## src/rtl/fifo_page_tag_cache_defines.svh

```systemverilog
// Assertion macros used by the page tag cache RTL
`ifndef FIFO_PAGE_TAG_CACHE_DEFINES_SVH
`define FIFO_PAGE_TAG_CACHE_DEFINES_SVH

`ifndef ASSERT_OFF
`define ASSERT_CLK(lbl, prop, msg) \
  lbl: assert property (@(posedge clk) disable iff (!rst_n) prop) else $error(msg);
`define ASSERT_NEVER(lbl, expr, msg) \
  lbl: assert property (@(posedge clk) disable iff (!rst_n) !(expr)) else $error(msg);
`else
`define ASSERT_CLK(lbl, prop, msg)
`define ASSERT_NEVER(lbl, expr, msg)
`endif

`endif

```

## src/rtl/fptc_pkg.sv

```systemverilog
// Types and constants of the page tag cache
package fptc_pkg;

  localparam int ENTRIES = 16;
  localparam int IDX_W   = $clog2(ENTRIES);
  localparam int CNT_W   = $clog2(ENTRIES + 1);
  localparam int PAGE_W  = 32;
  localparam int SLOT_W  = 4;
  localparam int LIMIT_W = 4;
  localparam int CMP_W   = (CNT_W > LIMIT_W) ? CNT_W : LIMIT_W;
  localparam int IN_TDATA_W  = 32;
  localparam int OUT_TDATA_W = 40;

  localparam logic [LIMIT_W-1:0] LIMIT_RST = 4'd15;

  typedef logic [IDX_W-1:0]  idx_t;
  typedef logic [CNT_W-1:0]  cnt_t;
  typedef logic [PAGE_W-1:0] page_t;

  typedef struct packed {
    logic hit;
    idx_t idx;
  } match_t;

  typedef struct packed {
    idx_t oldest;
    cnt_t count;
  } ring_t;

  typedef enum logic {
    S_IDLE,
    S_LOOKUP
  } state_t;

endpackage

```

## src/rtl/fifo_page_tag_cache.sv

```systemverilog
// Top level: FIFO-replacement page tag cache built from a row of tag cells
// A page taken in S_IDLE is registered; lookup and ring update share the S_LOOKUP cycle, which
// registers out_tvalid; a waiting result stalls the lookup. No new item enters until it is done.
// The result register lets the next item enter while a result waits downstream.
// Reset (synchronous, rst_n low): ring empty, oldest slot 0, cache_limit 15.
// Tag storage is not cleared; only held slots are ever compared or read.
`include "fifo_page_tag_cache_defines.svh"

module fifo_page_tag_cache (
  input  logic                              clk,
  input  logic                              rst_n,
  input  logic                              cfg_wr_en,
  input  logic [fptc_pkg::LIMIT_W-1:0]      cfg_wr_data,
  input  logic                              in_tvalid,
  output logic                              in_tready,
  input  logic [fptc_pkg::IN_TDATA_W-1:0]   in_tdata,   // [31:0] page_number
  output logic                              out_tvalid,
  input  logic                              out_tready,
  output logic [fptc_pkg::OUT_TDATA_W-1:0]  out_tdata,  // [3:0] slot, [4] evicted, [36:5] evicted_page
  output logic                              out_tuser   // [0] hit
);
  import fptc_pkg::*;

  state_t               state_r, state_nxt;
  logic [LIMIT_W-1:0]   limit_r;
  page_t                req_r;
  idx_t                 oldest_r, oldest_nxt;
  cnt_t                 count_r, count_nxt;
  logic                 out_tvalid_r;
  logic                 out_hit_r;
  logic [SLOT_W-1:0]    out_slot_r;
  logic                 out_ev_r;
  page_t                out_ev_page_r;

  ring_t                ring;
  match_t               chain [ENTRIES+1];
  page_t                tag_rd [ENTRIES];
  logic [ENTRIES-1:0]   wr_sel;

  logic                 hit_any;
  logic                 do_evict;
  logic                 done;
  idx_t                 oldest_ev;
  cnt_t                 count_ev;
  logic [IDX_W:0]       ins_sum;
  idx_t                 ins;

  assign ring.oldest = oldest_r;
  assign ring.count  = count_r;
  assign chain[0]    = '0;

  for (genvar g = 0; g < ENTRIES; g++) begin : g_cell
    fptc_cell u_cell (
      .clk       (clk),
      .cell_idx  (IDX_W'(g)),
      .ring      (ring),
      .cmp_page  (req_r),
      .wr_en     (wr_sel[g]),
      .wr_page   (req_r),
      .chain_in  (chain[g]),
      .chain_out (chain[g+1]),
      .tag       (tag_rd[g])
    );
    assign wr_sel[g] = done && !hit_any && (ins == IDX_W'(g));
  end

  always_comb begin
    hit_any  = chain[ENTRIES].hit;
    do_evict = (count_r != '0) &&
               ((CMP_W'(count_r) > CMP_W'(limit_r)) || (count_r >= CNT_W'(ENTRIES)));
    count_ev = count_r - CNT_W'(do_evict);
    if (!do_evict) begin
      oldest_ev = oldest_r;
    end else if (oldest_r == IDX_W'(ENTRIES - 1)) begin
      oldest_ev = '0;
    end else begin
      oldest_ev = oldest_r + 1'b1;
    end
    ins_sum = (IDX_W+1)'(oldest_ev) + (IDX_W+1)'(count_ev);
    if (ins_sum >= (IDX_W+1)'(ENTRIES)) begin
      ins = IDX_W'(ins_sum - (IDX_W+1)'(ENTRIES));
    end else begin
      ins = ins_sum[IDX_W-1:0];
    end

    done       = (state_r == S_LOOKUP) && (!out_tvalid_r || out_tready);
    in_tready  = (state_r == S_IDLE);
    state_nxt  = state_r;
    oldest_nxt = oldest_r;
    count_nxt  = count_r;
    case (state_r)
      S_IDLE: begin
        if (in_tvalid) begin
          state_nxt = S_LOOKUP;
        end
      end
      S_LOOKUP: begin
        if (done) begin
          state_nxt = S_IDLE;
          if (!hit_any) begin
            oldest_nxt = oldest_ev;
            count_nxt  = count_ev + 1'b1;
          end
        end
      end
      default: state_nxt = S_IDLE;
    endcase
  end

  always_ff @(posedge clk) begin
    if (!rst_n) begin
      state_r      <= S_IDLE;
      limit_r      <= LIMIT_RST;
      oldest_r     <= '0;
      count_r      <= '0;
      out_tvalid_r <= 1'b0;
    end else begin
      state_r  <= state_nxt;
      oldest_r <= oldest_nxt;
      count_r  <= count_nxt;
      if (cfg_wr_en) begin
        limit_r <= cfg_wr_data;
      end
      if (done) begin
        out_tvalid_r <= 1'b1;
      end else if (out_tready) begin
        out_tvalid_r <= 1'b0;
      end
    end
  end

  always_ff @(posedge clk) begin
    if (in_tvalid && in_tready) begin
      req_r <= in_tdata[PAGE_W-1:0];
    end
    if (done) begin
      out_hit_r     <= hit_any;
      out_slot_r    <= hit_any ? SLOT_W'(chain[ENTRIES].idx) : SLOT_W'(ins);
      out_ev_r      <= !hit_any && do_evict;
      out_ev_page_r <= (!hit_any && do_evict) ? tag_rd[oldest_r] : '0;
    end
  end

  assign out_tvalid = out_tvalid_r;
  assign out_tuser  = out_hit_r;
  assign out_tdata  = OUT_TDATA_W'({out_ev_page_r, out_ev_r, out_slot_r});

  `ASSERT_NEVER(a_count_max, count_r > CNT_W'(ENTRIES), "held count exceeds ring size")
  `ASSERT_CLK(a_hit_no_evict, out_tvalid && out_tuser |-> !out_ev_r && (out_ev_page_r == '0), "hit result reports an eviction")
  `ASSERT_CLK(a_hit_stable, done && hit_any |=> $stable(oldest_r) && $stable(count_r), "hit changed ring state")
  `ASSERT_CLK(a_miss_holds, done && !hit_any |=> count_r != '0, "miss left ring empty")

endmodule

```

## src/rtl/fptc_cell.sv

```systemverilog
// One tag cell: holds a slot's tag, compares it and passes the match along the row
module fptc_cell (
  input  logic                         clk,
  input  logic [fptc_pkg::IDX_W-1:0]   cell_idx,
  input  fptc_pkg::ring_t              ring,
  input  fptc_pkg::page_t              cmp_page,
  input  logic                         wr_en,
  input  fptc_pkg::page_t              wr_page,
  input  fptc_pkg::match_t             chain_in,
  output fptc_pkg::match_t             chain_out,
  output fptc_pkg::page_t              tag
);
  import fptc_pkg::*;

  page_t             tag_r;
  logic [IDX_W:0]    wrap_sum;
  idx_t              off;
  logic              held;
  logic              match;

  always_ff @(posedge clk) begin
    if (wr_en) begin
      tag_r <= wr_page;
    end
  end

  always_comb begin
    wrap_sum = {1'b0, cell_idx} + (IDX_W+1)'(ENTRIES) - {1'b0, ring.oldest};
    if (cell_idx >= ring.oldest) begin
      off = cell_idx - ring.oldest;
    end else begin
      off = wrap_sum[IDX_W-1:0];
    end
    held  = CNT_W'(off) < ring.count;
    match = held && (tag_r == cmp_page);
    chain_out.hit = chain_in.hit | match;
    chain_out.idx = match ? cell_idx : chain_in.idx;
  end

  assign tag = tag_r;

endmodule

```

## config.mk

```make
export PLATFORM = sky130hd
export DESIGN_NAME = fifo_page_tag_cache
export DESIGN_NICKNAME = d
export VERILOG_FILES = /design/src/rtl/fptc_pkg.sv /design/src/rtl/fifo_page_tag_cache.sv /design/src/rtl/fptc_cell.sv
export VERILOG_INCLUDE_DIRS = /design/src /design/src/rtl
export SDC_FILE = /design/constraint.sdc
export NUM_CORES = 1
export LEC_CHECK = 0
export BUFFER_PORTS_ARGS = -buffer_cell sky130_fd_sc_hd__buf_2
export CORE_UTILIZATION = 55
export CTS_BUF_LIST = sky130_fd_sc_hd__clkbuf_8
export DETAILED_ROUTE_END_ITERATION = 10
export HOLD_SLACK_MARGIN = 0.03
export PLACE_DENSITY = 0.74
export SLEW_MARGIN = 25
export SYNTH_ARGS = -nofsm -noshare
export SYNTH_HDL_FRONTEND = slang
export SYNTH_SLANG_ARGS = --single-unit
```

## constraint.sdc

```tcl
create_clock -name clk -period 19.3 [get_ports clk]
set_clock_uncertainty 0.2 [all_clocks]
set_input_delay 3.86 -clock clk [delete_from_list [all_inputs] [get_ports clk]]
set_output_delay 3.86 -clock clk [all_outputs]
set_load 0.005 [all_outputs]
```

### After elaboration in Yosys (flattened, before gate mapping)

Cells that the tools add are included.

* flip-flop bits (word level): 597
* bits in latches: 0
* bits in writable memories: 0
* bits in read-only memories: 0
* bits of input ports: 41
* logic and storage cells: 237
* memories kept: 0

* add/sub/neg operators: 37
* multiply operators: 0
* div/mod/pow operators: 0
* order comparisons: 36
* eq/ne operators: 32
* shift-type cells: 0
* muxes and demuxes: 43
* bitwise logic cells: 18
* reduce and logical (&&, ||, !) cells: 45

Operator list (count)
* equality test 32 bit: 16
* binary-select mux 32 bit (select 4 bit): 1
* 2-to-1 mux 4 bit: 28
* less-than comparator 4 x 5 -> 1 bit: 16
* 2-to-1 mux 32 bit: 2
* subtractor 4 bit, first input constant: 16
* logical AND 1 bit: 37
* equality test 4 bit, second input constant: 9
* greater-or-equal comparator 4 bit, first input constant: 8
* subtractor 3 x 4 -> 4 bit, first input constant: 8
* equality test 4 x 3 -> 1 bit, second input constant: 4
* greater-or-equal comparator 3 x 4 -> 1 bit, first input constant: 4
* subtractor 1 x 4 -> 4 bit, first input constant: 4
* subtractor 2 x 4 -> 4 bit, first input constant: 4
* greater-or-equal comparator 5 bit, second input constant: 3
* OR 1 bit: 15
* 2-to-1 mux 3 bit: 4
* equality test 4 x 2 -> 1 bit, second input constant: 2
* greater-or-equal comparator 1 x 4 -> 1 bit, first input constant: 2
* greater-or-equal comparator 2 x 4 -> 1 bit, first input constant: 2
* adder 4 x 5 -> 5 bit: 1
* adder 5 x 1 -> 5 bit, second input constant: 1
* greater-than comparator 5 x 4 -> 1 bit: 1
* 2-to-1 mux 1 bit: 5
* other kinds (14): 18

### Longest topological paths before layout

Gate-level depths: netlist of run 1.

* word-level depth: 22
* depth in mapped cells: 19
* mapped depth without buffers: 17

### Hierarchy

Synthesis of run 1 repeated with hierarchy kept, for this count alone.

* cells, all modules: 2256
* area, all modules: 32832.7 µm²

Modules (own cells, without submodules)
* fptc_cell: instances 16, cells each 106, area an instance 1572.8 µm²
* fifo_page_tag_cache: instances 1, cells each 560, area an instance 7668.6 µm²

### Least setup slack after synthesis of run 1

No wires, ideal clock.

* path kind: in2reg
* start point: input port out_tready
* end point: register g_cell[11].u_cell.tag_r[0] (enable)
* arrival: 8.440 ns
* required time: 18.587 ns
* slack: 10.147 ns
* stages: 6
* path buffers: 1
* path through: nand2b_1 nand2_1 clkinv_1 nand3_4 buf_4 nor4b_1

* longest elaborated chain between the ends: 4

RTL lines
* start, declared: RTL line fifo_page_tag_cache.sv:18 `input logic out_tready,`
* logical OR 1 bit: RTL line fifo_page_tag_cache.sv:86 `done = (state_r == S_LOOKUP) && (!out_tvalid_r || out_tready);`
* logical AND 1 bit: RTL line fifo_page_tag_cache.sv:86
* net done: RTL line fifo_page_tag_cache.sv:42 `logic done;`
* logical AND 1 bit (2 in a row): RTL line fifo_page_tag_cache.sv:64 `assign wr_sel[g] = done && !hit_any && (ins == IDX_W'(g));`
* net g_cell[11].u_cell.wr_en: RTL line fptc_cell.sv:7 `input logic wr_en,`
* end signal, assigned: RTL line fptc_cell.sv:23 `tag_r <= wr_page;`
* end, declared: RTL line fptc_cell.sv:15 `page_t tag_r;`

The timed path passes the listed nets, and every way through them passes these cells.
A chain may end at the register's enable or synchronous reset.

==> flow_summary.ini, run 1 <==
[layout]
stdcell_area_um2 = 33000
layout-drive-gt1-share_pct = 22.2
n_fill_cell = 3954
nNetsFinal = 2089
areaGrowthSynthToFinish_pct = 9.84
fin_util_pct = 61.2

[worst_setup_path]
worstPathRequired_ns = 19.40
cp_top_family = simple AND/OR/NAND/NOR gates
startpoint_type = flip-flop
path_max_fanout = 67
r2r_setup_slack_ns = 13.34
cp.arrival_ns = 6.06
cp-end-kind = flip-flop
critPathSlowestCell = and4_2
crit_start = oldest_r[1]
cp_cell_sequence = buf_4 -> ha_1 -> xnor2_1 -> inv_1 -> ha_1 -> a21oi_1 -> or3b_1 -> a2bb2oi_1 -> and4_4 -> and2_4 -> inv_2 -> nor2_1 -> and4_2
path_depth = 13
path_common_cell = ha_1
r2r-start = oldest_r[1]
crit_buf_inv = 3
timing.rr.end = g_cell[1].u_cell.tag[20]
slowest_delay_ns = 0.94
rr_worst_depth = 13
path_class = flip-flop to flip-flop
crit_end = g_cell[1].u_cell.tag[20]

[placement]
buffer_ports.inserted = 80
hpwl_mm = 62.7
place_congestion = 0.981
postPlaceCellArea_um2 = 31000

[global_routing]
grt_pass1_wl_mm = 130
grt_overflow = 0
antenna_found_initial = 12
grt.total_usage_pct = 33.4
grt_max_degree = 69
grt_pass1_vias = 17600

[power_and_ir_drop]
pwr_density_cell_nw_per_um2 = 90.5
ir_drop_mv = 0.0733
leakagePower_nw = 11.0

[die]
die_area_um2 = 55600
core-area_um2 = 53900
die_h_um = 236
floorplan.initialDensity_pct = 55.8
num_rows = 85
ios = 84
die_w_um = 236

[synthesis]
ys_seq_area_share_pct = 59.1
yosysTopAreaCellShare_pct = 58.1
async_flop_share_pct = 0
yosysUniqueCellTypes = 71
ys_ff_latch = 597
synth_edf_count = 582
yosysMostFrequentCell = edfxtp_1
synth_common_cells = edfxtp_1, xor2_1, xnor2_1, mux4_2, nor4_1
synth_area_leaders = edfxtp_1, mux4_2, xor2_1
netlist_instances = 1884
synth_area_per_cell_um2 = 16.0
netlist.top_cell.by_area = edfxtp_1
synth_warnings = 0
synthFlopType = edfxtp_1
netlist_area_um2 = 30100

[worst_hold_path]
hold_class = flip-flop to flip-flop

[timing]
maxSlewHeadroom_pct = 24.5
fin_crit_ns = 5.96
rsz0062_at_grt = false
fin_crit_sh_pct = 30.9
slew_violations = 0
whs_ns = 0.305
finalSetupViolations = 0
setup_tns_ns = 0
worst_pin_slew_ns = 1.13
hold_violations = 0
fmax_mhz = 168

[clock_tree]
cts_root_buf = clkbuf_8
clkSinkCount = 597
clkLatencyLatePin_ns = 0.71
htree_num_levels = 3
cts_tree = done
clock_path_buffers = 3
cts.repair.resized = 0
cts_made_buffers = 97
cts_setup_buffers = 0
clkTransAtPathRegs_ns = 0.06
cts-hold-fix-buffers = 0

[detailed_routing]
wl_per_cell_um = 33.3
drtAntennaViolNets = 0
vias = 18300
drt_iter0_markers = 2713
drt_wl_total_mm = 92.3
via_per_inst = 6.60
dr.pass1.iters = 5
drc_errors = 0

[outcome]
outcome = complete, no violations

[flow_run]
drv_cap = 0
## power breakdown
| part | leakage [nW] | internal (mW) | switching (mW) |
|---|---|---|---|
| clock network | 1.10 | 0.608 | 0.510 |
| registers | 5.42 | 1.46 | 0.0210 |
| logic | 4.51 | 0.145 | 0.249 |
## final cells by class
cell class | count | area [um^2] | area share, %
Sequential cell | 597 | 17800 | 53.9
Multi-Input combinational cell | 1133 | 11400 | 34.5
Clock buffer | 109 | 1500 | 4.54
Tap cell | 696 | 871 | 2.64
Timing Repair Buffer | 134 | 858 | 2.60
Clock inverter | 65 | 448 | 1.36
Inverter | 37 | 139 | 0.421
Antenna cell | 4 | 10.0 | 0.0303
## layer usage
metal,wire length (um),track usage [%],vias up
li1,-,-,7472
met1,34900,45.9,9309
met2,43300,52.5,1309
met3,10300,7.68,216
met4,3790,11.9,10
met5,63,0,-
## per-stage QoR
stage / setup WS, ns / instances / power (mW)
finish: 13.34 / 2775 / 2.99
global route: 13.20 / 2772 / 3.06
CTS: 12.94 / 2768 / 2.99
detailed placement: 12.74 / 2594 / 1.89
global placement: 12.79 / 2594 / 1.88
floorplan: 10.15 / 1886 / 1.74
## worst min path at each step
stage          slack [ns]         end  startpoint  depth (start not counted)
6_report             0.31  limit_r[0]  limit_r[0]                          2
4_1_cts              0.31  limit_r[0]  limit_r[0]                          2
2_1_floorplan        0.25  limit_r[0]  limit_r[0]                          2
3_3_place_gp         0.29  limit_r[0]  limit_r[0]                          2
3_5_place_dp         0.29  limit_r[0]  limit_r[0]                          2
5_1_grt              0.34  limit_r[0]  limit_r[0]                          2
## state kept, by name (all words and copies together), names as in the netlist
| register | cells |
|---|---|
| out_tvalid | 1 |
| out_slot_r | 4 |
| limit_r | 4 |
| count_r | 5 |
| out_tuser | 1 |
| oldest_r | 4 |
| req_r | 32 |
| state_r | 1 |
| g_cell.u_cell.tag | 512 |
| out_ev_r | 1 |
| out_ev_page_r | 32 |
## cells by family after synthesis
family,count (synthesis),synth area share (%)
fa+ha+maj,48,2.02
buf+inv,156,3.16
flops,597,59.1
simple gates,308,6.24
mux,165,12.2
compound gates,84,1.95
xor+xnor,525,15.3
other cells,1,0.0125
## cells in the final DEF (no fill, tap or decap), drive strengths merged, types with 4 or more instances in the layout
cell type / count
inv: 62
and2: 8
nand2: 29
or3: 4
xnor2: 246
edfxtp: 582
and3: 36
a211oi: 5
nor2: 14
o21ai: 10
bufinv: 7
a21oi: 23
clkbuf: 109
xor2: 279
nor4b: 4
nor3b: 6
nand3: 27
a22oi: 5
ha: 47
mux4: 160
nand2b: 4
nor3: 17
nor2b: 7
dfxtp: 15
and4: 7
buf: 134
diode: 4
nor4: 73
a21o: 11
o211ai: 8
nand4: 68
clkinv: 32
mux2i: 4
## worst reg2reg max path: cells and delay by family (launching register included)
family	cells	cell delay, ns
xor+xnor	1	0.16
fa+ha+maj	2	0.66
buf+inv	3	1.12
flops	1	0.65
simple gates	5	2.42
compound gates	2	0.34
Power figures use the tool's default switching activity.
==> run 2, diff against run 1 <==
PLACE_DENSITY = 0.76   (was 0.74)
clock period = 4.92 ns   (was 19.3 ns; I/O delays follow)
==> flow_summary.ini, run 2 (same netlist as run 1, synthesis figures left out) <==
[worst_setup_path]
worstPathRequired_ns = 5.08
r2r_setup_slack_ns = 0.33
cp.arrival_ns = 4.75
path_class = flip-flop to flip-flop
rr_worst_depth = 17
startpoint_type = flip-flop
r2r-start = count_r[0]
cp-end-kind = flip-flop
timing.rr.end = g_cell[11].u_cell.tag[3]
crit_start = count_r[0]
path_max_fanout = 32
crit_end = g_cell[11].u_cell.tag[3]

[placement]
place_congestion = 0.989
postPlaceCellArea_um2 = 31800
buffer_ports.inserted = 80
hpwl_mm = 69.1

[flow_run]
drv_cap = 0

[timing]
worst_pin_slew_ns = 1.06
fmax_mhz = 218
fin_crit_sh_pct = 93.3
setup_tns_ns = 0
whs_ns = 0.224
rsz0062_at_grt = false
finalSetupViolations = 0
hold_violations = 0
maxSlewHeadroom_pct = 29.0
fin_crit_ns = 4.59
slew_violations = 0

[global_routing]
grt_pass1_vias = 18100
grt_max_degree = 67
grt_pass1_wl_mm = 136
antenna_found_initial = 10
grt.total_usage_pct = 35.2
grt_overflow = 0

[detailed_routing]
drt_wl_total_mm = 96.3
dr.pass1.iters = 8
drc_errors = 0
wl_met2_mm = 43.5
via_per_inst = 6.55
met3_length_mm = 10.9
wl_met1_mm = 36.3
vias = 18500
highest_layer = met5
wl_per_cell_um = 34.0
drtAntennaViolNets = 0
drt_iter0_markers = 2801

[layout]
final_cell_mix = edfxtp_1, xor2_1, xnor2_1, mux4_2, clkbuf_8
layout-drive-gt1-share_pct = 24.0
nNetsFinal = 2140
largest_reg_flops = 512
fin_util_pct = 62.5
areaGrowthSynthToFinish_pct = 12.1
stdcell_area_um2 = 33700
mostFrequentLayoutCell = edfxtp_1

[clock_tree]
cts_made_buffers = 99
htree_num_levels = 3
clkTransAtPathRegs_ns = 0.06
clock_path_buffers = 3
clkSinkCount = 597
clkLatencyLatePin_ns = 0.74
cts_tree = done
cts_root_buf = clkbuf_8

[power_and_ir_drop]
pwr_density_cell_nw_per_um2 = 343
ir_drop_mv = 0.227
finalPower_mw = 11.6
leakagePower_nw = 11.3

[worst_hold_path]
hold_class = input pin to flip-flop

[die]
die_w_um = 236
num_rows = 85
ios = 84
floorplan.initialDensity_pct = 55.8
die_area_um2 = 55600
die_h_um = 236
core-area_um2 = 53900

[outcome]
outcome = complete, no violations
run 2: changes by cell type in the layout (fill, tap and decap cells not counted), sizes merged:
cell and delta:
inv +2, buf +49, clkinv +17, clkbuf -9, bufinv -4, diode -1
run 2: critical path: stages (launching register included):
cell and delay, ns:
dfxtp_1 0.46, inv_1 0.15, ha_1 0.20, nor2b_1 0.12, o21a_1 0.12, o21ai_1 0.07, a21oi_1 0.17, or2_1 0.20
buf_4 0.18, nand3_1 0.08, o21ai_0 0.13, ha_1 0.25, inv_1 0.07, fa_1 0.38, xor2_1 0.48, and2_1 0.29
nor4b_4 0.26, buf_6 0.39
run 2: worst min path at each step:
stage                 start          to  slack (ns)  depth (start not counted)
2_1_floorplan    limit_r[0]  limit_r[0]        0.25                          2
3_3_place_gp     out_tvalid  out_tvalid        0.29                          2
3_5_place_dp     limit_r[2]  limit_r[2]        0.29                          2
4_1_cts        in_tdata[25]   req_r[25]        0.19                          1
5_1_grt        in_tdata[20]   req_r[20]        0.21                          1
6_report       in_tdata[27]   req_r[27]        0.22                          1
run 2: routing by layer:
layer	vias up	track usage (%)
met5	-	0
met4	8	19.7
met3	217	7.08
met2	1347	52.6
met1	9378	48.7
li1	7576	-
run 2: report_power, final:
group	total, mW	switching (mW)	internal (mW)	leakage [nW]
registers	5.80	0.0889	5.71	5.42
logic	1.65	1.01	0.639	4.91
clock network	4.12	2.07	2.05	1.01
run 2: per-stage QoR:
step | cells | setup WS, ns
after floorplan | 1886 | -0.0954
final | 2829 | 0.328
after global placement | 2641 | 0.113
after global routing | 2827 | 0.0126
after detailed placement | 2642 | 0.170
after CTS | 2822 | 0.129
run 2: timing repair:
| item | in CTS | in global routing |
|---|---|---|
| endpoints found under the setup margin | 0 | 240 |
| setup buffers | 0 | 2 |
| hold buffers | 0 | 0 |
| resized for setup | 0 | 7 |
run 2: cell type report:
| class | count | area [um^2] |
|---|---|---|
| Clock inverter | 80 | 419 |
| Multi-Input combinational cell | 1133 | 11500 |
| Inverter | 37 | 139 |
| Tap cell | 696 | 871 |
| Fill cell | 3958 | 20200 |
| Timing Repair Buffer | 183 | 1560 |
| Sequential cell | 597 | 17800 |
| Antenna cell | 3 | 7.51 |
| Clock buffer | 100 | 1380 |
